`config.mk`:
```
export PLATFORM = sky130hd
export DESIGN_NAME = ahe_packer
export DESIGN_NICKNAME = d
export VERILOG_FILES = /design/src/rtl/ahe_pkg.sv /design/src/rtl/ahe_packer.sv
export SDC_FILE = /design/constraint.sdc
export NUM_CORES = 1
export LEC_CHECK = 0
export BUFFER_PORTS_ARGS = -buffer_cell sky130_fd_sc_hd__buf_2
export CORE_ASPECT_RATIO = 1.1
export CORE_MARGIN = 4
export CORE_UTILIZATION = 45
export DETAILED_ROUTE_END_ITERATION = 10
export GPL_ROUTABILITY_DRIVEN = 1
export PLACE_DENSITY_LB_ADDON = 0.15
export SLEW_MARGIN = 20
export SYNTH_ARGS = -nofsm -noshare
export SYNTH_HDL_FRONTEND = slang
export SYNTH_SLANG_ARGS = --single-unit
```
`constraint.sdc`:
```
create_clock -name clk -period 2.7 [get_ports clk]
set_input_delay 0.27 -clock clk [delete_from_list [all_inputs] [get_ports clk]]
set_output_delay 0.27 -clock clk [all_outputs]
set_load 0.03 [all_outputs]
```
`src/rtl/ahe_pkg.sv`:
```
// Package for the adaptive Huffman encoder.
// Holds the sequencer state type and the beat type between the tree core and the bit packer.
// No dependencies.
package ahe_pkg;

    typedef enum logic [4:0] {
        S_IDLE,
        S_START,
        S_PCHK,
        S_PPAR,
        S_PRGT,
        S_EMIT_RD,
        S_EMIT_BIT,
        S_RAW,
        S_FLUSH,
        S_END,
        S_CLEAR,
        S_SPLIT_Z,
        S_SPLIT_E,
        S_SPLIT_S,
        S_UCHK,
        S_UW,
        S_SCAN,
        S_LCHK,
        S_ANC,
        S_ANC_GOT,
        S_SW_A,
        S_SW_B,
        S_SW_WA,
        S_SW_WB,
        S_RL,
        S_BUMP,
        S_UP
    } ahe_state_t;

    typedef enum logic [1:0] {
        BEAT_BIT,
        BEAT_FLUSH,
        BEAT_END
    } ahe_beat_t;

    typedef struct packed {
        logic      valid;
        ahe_beat_t kind;
        logic      bit_val;
    } ahe_beat_req_t;

    localparam int BYTE_BITS = 8;

endpackage

```
`src/rtl/ahe_packer.sv`:
```
// Bit packer of the adaptive Huffman encoder: collects code bits MSB first into bytes.
// Holds back the newest byte so that the last byte of an item can be marked.
// Depends on ahe_pkg.
module ahe_packer (
    input  logic                  clk,
    input  logic                  rst_n,
    input  ahe_pkg::ahe_beat_req_t req,
    output logic                  req_ready,
    output logic [7:0]            code_byte,
    output logic                  last,
    output logic                  code_valid,
    input  logic                  code_ready
);

    logic [7:0] buf_reg;
    logic [7:0] buf_next;
    logic [2:0] cnt_reg;
    logic [2:0] cnt_next;
    logic [7:0] hold_reg;
    logic [7:0] hold_next;
    logic       hold_valid_reg;
    logic       hold_valid_next;
    logic [7:0] out_byte_reg;
    logic [7:0] out_byte_next;
    logic       out_last_reg;
    logic       out_last_next;
    logic       out_valid_reg;
    logic       out_valid_next;
    logic       out_free;
    logic       produce;
    logic       needs_out;
    logic       take;
    logic [7:0] new_byte;

    assign out_free = !out_valid_reg || code_ready;

    always_comb
    begin
        produce  = 1'b0;
        new_byte = {buf_reg[6:0], req.bit_val};
        unique case (req.kind)
            ahe_pkg::BEAT_BIT:
            begin
                produce  = (cnt_reg == 3'd7);
                new_byte = {buf_reg[6:0], req.bit_val};
            end
            ahe_pkg::BEAT_FLUSH:
            begin
                produce  = (cnt_reg != 3'd0);
                new_byte = buf_reg << (3'd0 - cnt_reg);
            end
            ahe_pkg::BEAT_END:
            begin
                produce  = 1'b0;
                new_byte = buf_reg;
            end
            default:
            begin
                produce  = 1'b0;
                new_byte = buf_reg;
            end
        endcase
    end

    assign needs_out = hold_valid_reg && (produce || (req.kind == ahe_pkg::BEAT_END));
    assign req_ready = !(needs_out && !out_free);
    assign take      = req.valid && req_ready;

    always_comb
    begin
        buf_next        = buf_reg;
        cnt_next        = cnt_reg;
        hold_next       = hold_reg;
        hold_valid_next = hold_valid_reg;
        out_byte_next   = out_byte_reg;
        out_last_next   = out_last_reg;
        out_valid_next  = out_valid_reg && !code_ready;
        if (take)
        begin
            if (needs_out)
            begin
                out_byte_next  = hold_reg;
                out_last_next  = (req.kind == ahe_pkg::BEAT_END);
                out_valid_next = 1'b1;
            end
            unique case (req.kind)
                ahe_pkg::BEAT_BIT:
                begin
                    buf_next = new_byte;
                    cnt_next = cnt_reg + 3'd1;
                end
                ahe_pkg::BEAT_FLUSH:
                begin
                    buf_next = '0;
                    cnt_next = '0;
                end
                ahe_pkg::BEAT_END:
                begin
                    hold_valid_next = 1'b0;
                end
                default:
                begin
                    hold_valid_next = hold_valid_reg;
                end
            endcase
            if (produce)
            begin
                hold_next       = new_byte;
                hold_valid_next = 1'b1;
            end
        end
    end

    always_ff @(posedge clk or negedge rst_n)
    begin
        if (!rst_n)
        begin
            buf_reg        <= '0;
            cnt_reg        <= '0;
            hold_valid_reg <= 1'b0;
            out_valid_reg  <= 1'b0;
        end
        else
        begin
            buf_reg        <= buf_next;
            cnt_reg        <= cnt_next;
            hold_valid_reg <= hold_valid_next;
            out_valid_reg  <= out_valid_next;
        end
    end

    always_ff @(posedge clk)
    begin
        hold_reg     <= hold_next;
        out_byte_reg <= out_byte_next;
        out_last_reg <= out_last_next;
    end

    assign code_byte  = out_byte_reg;
    assign last       = out_last_reg;
    assign code_valid = out_valid_reg;

`ifndef SYNTHESIS
    a_end_empties_hold: assert property (@(posedge clk) disable iff (!rst_n)
        take && (req.kind == ahe_pkg::BEAT_END) |=> !hold_valid_reg)
        else $error("held byte survived the end of an item");
    a_flush_clears_count: assert property (@(posedge clk) disable iff (!rst_n)
        take && (req.kind == ahe_pkg::BEAT_FLUSH) |=> (cnt_reg == 3'd0))
        else $error("bit count not cleared by a flush");
    a_full_byte_held: assert property (@(posedge clk) disable iff (!rst_n)
        take && (req.kind == ahe_pkg::BEAT_BIT) && (cnt_reg == 3'd7) |=> hold_valid_reg)
        else $error("completed byte was not held");
`endif

endmodule

```
==> results of run 1 <==
## cell families after synthesis
family | after synthesis
AOI/OAI and AO/OA | 34
DFF | 30
and+or+nand+nor | 29
muxes | 16
buffers and inverters | 13
adders and majority gates | 4
## repair_timing
action,4_1_cts,5_1_grt
hold buffers,1,0
endpoints found under the setup margin,0,0
hold endpoints to repair,13,0
## layer usage
layer | wire length (um) | global-route usage [%] | vias to the layer above
met5 | 0 | 0 | -
met4 | 70 | 7.82 | 0
met3 | 122 | 5.02 | 6
met2 | 1240 | 23.7 | 23
met1 | 1150 | 15.0 | 482
li1 | - | - | 506
## critical path, cell delays in order (launching register included)
cell      delay (ns)
dfrtp_1         0.56
inv_1           0.18
ha_1            0.24
ha_1            0.16
nand2b_2        0.18
o22ai_1         0.12
and2_1          0.17
nand2_1         0.05
buf_2           0.18
## placed cells by master, fill, tap and decap left out, drive strengths merged
cell / n
a22o: 8
nor2b: 6
a311o: 1
mux4: 1
clkinv: 2
inv: 7
buf: 18
nand2b: 2
a31oi: 1
a21o: 2
mux2i: 10
and2: 3
nor3: 1
clkbuf: 6
dlygate4sd3: 1
nand2: 7
ha: 4
nor2: 6
o211ai: 1
mux2: 5
and3: 1
nand4: 1
a21oi: 10
dfrtp: 13
and2b: 1
and4b: 1
o31ai: 1
o21ai: 7
o22ai: 2
o211a: 1
edfxtp: 17
## power groups by stage
stage	Combinational [mW]	Sequential (mW)	Clock, mW
2_1_floorplan	0.126	0.530	0
3_3_place_gp	0.154	0.531	0
4_1_cts	0.156	0.522	0.254
3_5_place_dp	0.155	0.532	0
5_1_grt	0.173	0.526	0.280
6_report	0.156	0.522	0.242
## final cells by class
cell class                      count  area, um2
Fill cell                         293       1480
Sequential cell                    30        836
Multi-Input combinational cell     83        619
Timing Repair Buffer               19        103
Tap cell                           34       42.5
Clock buffer                        6       41.3
Inverter                            7       26.3
Clock inverter                      2       8.76
## worst max-delay path by stage
stage / slack [ns] / to / startpoint / cells past startpoint
detailed placement: 0.38 / code_byte[7] / cnt_reg[0] / 7
finish: 0.26 / req_ready / cnt_reg[0] / 8
CTS: 0.25 / req_ready / cnt_reg[0] / 8
global placement: 0.42 / code_byte[6] / cnt_reg[0] / 7
floorplan: 0.60 / code_byte[0] / cnt_reg[0] / 8
global route: 0.04 / req_ready / cnt_reg[0] / 8
## stage by stage
step                std cells  hold WS (ns)
floorplan                 126       -0.0256
global placement          172         0.175
detailed placement        172         0.181
CTS                       181         0.214
global route              181         0.212
finish                    181         0.225
==> impl_metrics.py, run 1 <==
metrics = {
    "die": {
        "die-area_mm2": 0.00437,
        "core-area_mm2": 0.00315,
        "dieHeight_um": 68.9,
        "initial_utilization_pct": 48.1,
        "die_x_um": 63.4,
        "rows": 21,
        "ios": 18,
    },
    "place": {
        "dp_hpwl_mm": 1.95,
        "place_area_mm2": 0.00162,
        "place_ws_ns": 0.383,
        "port_buffers": 17,
        "gp_congestion": 0.862,
    },
    "synth": {
        "synth_most_common_cell": "edfxtp_1",
        "avgSynthCellArea_um2": 12.0,
        "synth_top_area_share_pct": 33.6,
        "synth-main-ff-cell": "edfxtp_1",
        "synth_xor_area_share_pct": 0,
        "muxShareOfSynthArea_pct": 12.3,
        "ys_seq_area_share_pct": 55.1,
        "synth_top_family_by_area": "compound AO/OA/AOI/OAI gates",
        "synth_top_area_cell": "edfxtp_1",
        "synth_adder_area_share_pct": 3.30,
        "synth_edf_count": 17,
        "yosysUniqueCellTypes": 35,
        "netlist_area_mm2": 0.00152,
        "syn_nets": 137,
        "async_flop_share_pct": 43.3,
        "yosysWarnings": 0,
        "synth_simple_gate_area_share_pct": 10.2,
        "syn_inst": 126,
        "ys_ff_latch": 30,
        "synth_area_leaders": "edfxtp_1, dfrtp_1, mux2i_1, a22o_1, a21oi_1",
        "synthTopCellsByCount": "edfxtp_1, dfrtp_1, a21oi_1, mux2i_1, a22o_1",
        "synth_compound_area_share_pct": 15.0,
    },
    "layout": {
        "postLayoutCoreUtil_pct": 53.2,
        "fin_area_mm2": 0.00168,
        "drive_gt1_share_pct": 21.8,
        "antenna_cells": 0,
        "nNetsFinal": 157,
        "synthToLayoutAreaGrowth_pct": 10.5,
    },
    "timing": {
        "tns_ns": 0,
        "rsz0062_at_grt": "false",
        "min_period_ns": 2.44,
        "hold_viol_final": 0,
        "finalCritPeriodShare_pct": 90.5,
        "maxSlewViolCount": 0,
        "finClkSkew_ns": 0.00513,
        "slew_headroom_pct": 71.4,
        "setup_violations": 0,
        "fmax_mhz": 409,
        "tightest_slew_ns": 0.429,
        "setup_slack_ns": 0.257,
    },
    "flow_run": {
        "maxCapViolations": 0,
    },
    "route": {
        "num_vias": 1017,
        "drtIter0Drc": 18,
        "wl_mm": 2.58,
        "antenna_left": 0,
        "route.detailed.drc": 0,
        "vias_per_cell": 5.62,
        "avgRoutedWirePerCell_um": 14.2,
        "drt-pass1-iter-count": 4,
    },
    "power_and_ir_drop": {
        "power.total_mw": 0.921,
        "intPower_mw": 0.669,
        "power_density_mw_per_mm2": 549,
        "clockPowerShare_pct": 26.3,
        "p_sw_mw": 0.252,
        "switching_share_pct": 27.4,
        "sequentialPowerShare_pct": 56.7,
        "ir_drop_uv": 326,
        "power_leakage_nw": 0.716,
        "power_frac_comb_pct": 17.0,
    },
    "critical_path": {
        "worstReg2RegEnd": "hold_reg[6]",
        "critPathLaunchType": "flop",
        "crit_type": "reg2out",
        "critPathArrivalTime_ns": 2.17,
        "cp.required_ns": 2.43,
        "crit_fanout": 10,
        "r2r_start": "cnt_reg[0]",
        "r2r_cells": 6,
        "cp-end-kind": "primary output",
        "rrSetupSlack_ns": 0.31,
    },
    "global_route": {
        "grtUsageTotal_pct": 13.8,
        "grt_pass1_vias": 1000,
        "antenna_found_initial": 0,
        "grt_pass1_wl_mm": 4.52,
        "grt_start_max_net_pins": 21,
        "grt_remaining_overflow": 0,
    },
    "cts": {
        "clkSlewWorstSetupHoldPaths_ns": 0.09,
        "cts_setup_buffers": 0,
        "cts_max_level": 2,
        "cts_tree": "built",
        "clock_sinks": 30,
        "cts_buffers": 5,
        "cts_resized": 0,
        "root_buffer": "clkbuf_4",
        "clockBufferDepth": 2,
        "clock_latency_ns": 0.32,
    },
    "outcome": {
        "status": "finished clean",
    },
    "worst_hold_path": {
        "hp-class": "in2reg",
        "hold_end": "code_valid",
        "holdPathStages": 2,
        "min-delay-start": "req[3]",
    },
}
(Power assumes the default switching activity.)
==> run 2: changes to the inputs <==
CAP_MARGIN = 20   (was unset)
clock period = 2.44 ns   (was 2.7 ns; I/O delays follow)
==> run 2 against run 1 <==
Compared with the run above:
- routed wire length rose by 3.1%
- global-route usage rose by 0.75 points
- cell area did not move
- combinational power rose by 19%
- clock-buffer cell count did not move
- worst setup slack improved by 0.023 ns
- register-to-register slack got worse by 0.03 ns
- sequential share of layout area did not move
- utilization did not move
- highest routed layer unchanged
==> impl_metrics.py, run 2 (synthesis results as in run 1) <==
metrics = {
    "outcome": {
        "status": "finished clean",
    },
    "critical_path": {
        "rrSetupSlack_ns": 0.28,
        "crit_fanout": 11,
        "critPathLaunchType": "flop",
        "slowest_delay_ns": 0.52,
        "crit_type": "reg2reg",
        "critPathArrivalTime_ns": 2.38,
        "cp.required_ns": 2.66,
        "crit_top_cell": "ha_1",
        "cp-end-kind": "flop",
        "cp_cell_sequence": "inv_1 -> ha_1 -> ha_1 -> nand2b_2 -> o21ai_2 -> a311o_1 -> mux2_2",
        "crit_path_top_delay_cell": "a311o_1",
    },
    "power_and_ir_drop": {
        "switching_share_pct": 28.1,
        "power_density_mw_per_mm2": 616,
        "power_leakage_nw": 0.717,
        "sequentialPowerShare_pct": 55.4,
        "ir_drop_uv": 307,
        "intPower_mw": 0.742,
        "clockPowerShare_pct": 26.7,
        "power_frac_comb_pct": 17.9,
        "p_sw_mw": 0.290,
    },
    "die": {
        "dieHeight_um": 68.9,
        "die_x_um": 63.4,
        "ios": 18,
        "die-area_mm2": 0.00437,
        "rows": 21,
        "core-area_mm2": 0.00315,
        "initial_utilization_pct": 48.1,
    },
    "place": {
        "dp_hpwl_mm": 1.91,
        "port_buffers": 17,
        "gp_congestion": 0.894,
        "place_area_mm2": 0.00162,
        "dp.cells": 172,
        "place_ws_ns": 0.291,
    },
    "global_route": {
        "grt_remaining_overflow": 0,
        "grt_pass1_wl_mm": 4.71,
        "grt_pass1_vias": 962,
        "antenna_found_initial": 0,
        "grtUsageTotal_pct": 14.6,
        "grt_start_max_net_pins": 21,
    },
    "cts": {
        "cts_tree": "built",
        "clock_sinks": 30,
        "clockBufferDepth": 2,
        "clock_latency_ns": 0.33,
        "clkSlewWorstSetupHoldPaths_ns": 0.09,
        "cts_buffers": 5,
        "cts_max_level": 2,
        "cts_resized": 0,
        "root_buffer": "clkbuf_4",
    },
    "route": {
        "antenna_left": 0,
        "drt-pass1-iter-count": 5,
        "vias_per_cell": 5.67,
        "drtIter0Drc": 33,
        "route.detailed.drc": 0,
        "avgRoutedWirePerCell_um": 14.7,
        "wl_mm": 2.66,
        "num_vias": 1026,
    },
    "layout": {
        "filler_cell_count": 276,
        "antenna_cells": 0,
        "synthToLayoutAreaGrowth_pct": 10.5,
        "mostFrequentLayoutCells": "edfxtp_1, buf_2, dfrtp_1",
        "regArea_um2": 836,
        "nNetsFinal": 157,
        "fin_area_mm2": 0.00168,
        "postLayoutCoreUtil_pct": 53.2,
        "instances_no_fill": 181,
        "multi_input_area_um2": 619,
        "drive_gt1_share_pct": 21.8,
    },
    "timing": {
        "min_period_ns": 2.16,
        "tns_ns": 0,
        "hold_viol_final": 0,
        "tightest_slew_ns": 0.519,
        "finalCritPeriodShare_pct": 88.5,
        "finClkSkew_ns": 0.00189,
        "rsz0062_at_grt": "false",
        "maxSlewViolCount": 0,
        "setup_violations": 0,
        "setup_slack_ns": 0.280,
        "slew_headroom_pct": 65.4,
        "fmax_mhz": 463,
    },
    "worst_hold_path": {
        "hp-class": "in2reg",
    },
    "flow_run": {
        "maxCapViolations": 0,
    },
}
run 2: cell counts in the layout (fill, tap and decap cells not counted):
No cell type changed its count.
run 2: worst paths after layout:
check                            endpoint         from  cells after the start
setup / recovery               buf_reg[4]   cnt_reg[0]                      7
hold / removal                 code_valid       req[3]                      2
setup reg to reg               buf_reg[4]   cnt_reg[0]                      7
hold reg to reg              code_byte[4]  hold_reg[4]                      0
max in group asynchronous  hold_valid_reg        rst_n                      2
min in group asynchronous      buf_reg[5]        rst_n                      2
run 2: layer usage:
layer,vias to the layer above,track usage (%),routed length [um]
li1,509,-,-
met1,478,16.7,1140
met2,32,24.4,1310
met3,7,4.86,149
met4,0,8.09,59
met5,-,0,0
run 2: cell type report:
cell class / instances / area share, %
multi-input combinational: 83 / 36.9
tap: 34 / 2.54
inverter: 7 / 1.57
clock inverter: 2 / 0.522
timing repair buffer: 19 / 6.12
clock buffer: 6 / 2.46
sequential: 30 / 49.9
run 2: per-stage QoR:
stage               power [mW]  hold slack [ns]
finish                    1.03            0.186
global route              1.09            0.187
CTS                       1.05            0.170
detailed placement       0.764            0.159
global placement         0.761            0.148
floorplan                0.726          -0.0516
run 2: power by group through the flow:
stage          Sequential, mW  Combinational (mW)  Clock (mW)
2_1_floorplan           0.586               0.139           0
3_3_place_gp            0.582               0.179           0
3_5_place_dp            0.584               0.180           0
4_1_cts                 0.572               0.185       0.288
5_1_grt                 0.575               0.205       0.311
6_report                0.572               0.185       0.275
run 2: worst max-delay path: cells and delay by family (launching register included):
family,cells,cell delay [ns]
flops,1,0.37
mux,1,0.39
compound gates,2,0.60
fa+ha+maj,2,0.38
buf+inv,1,0.12
simple gates,1,0.18
run 2: what timing repair did:
action	CTS	global route
setup endpoints to repair	0	0
hold buffers	1	0
hold endpoints to repair	13	0
setup buffers	0	0
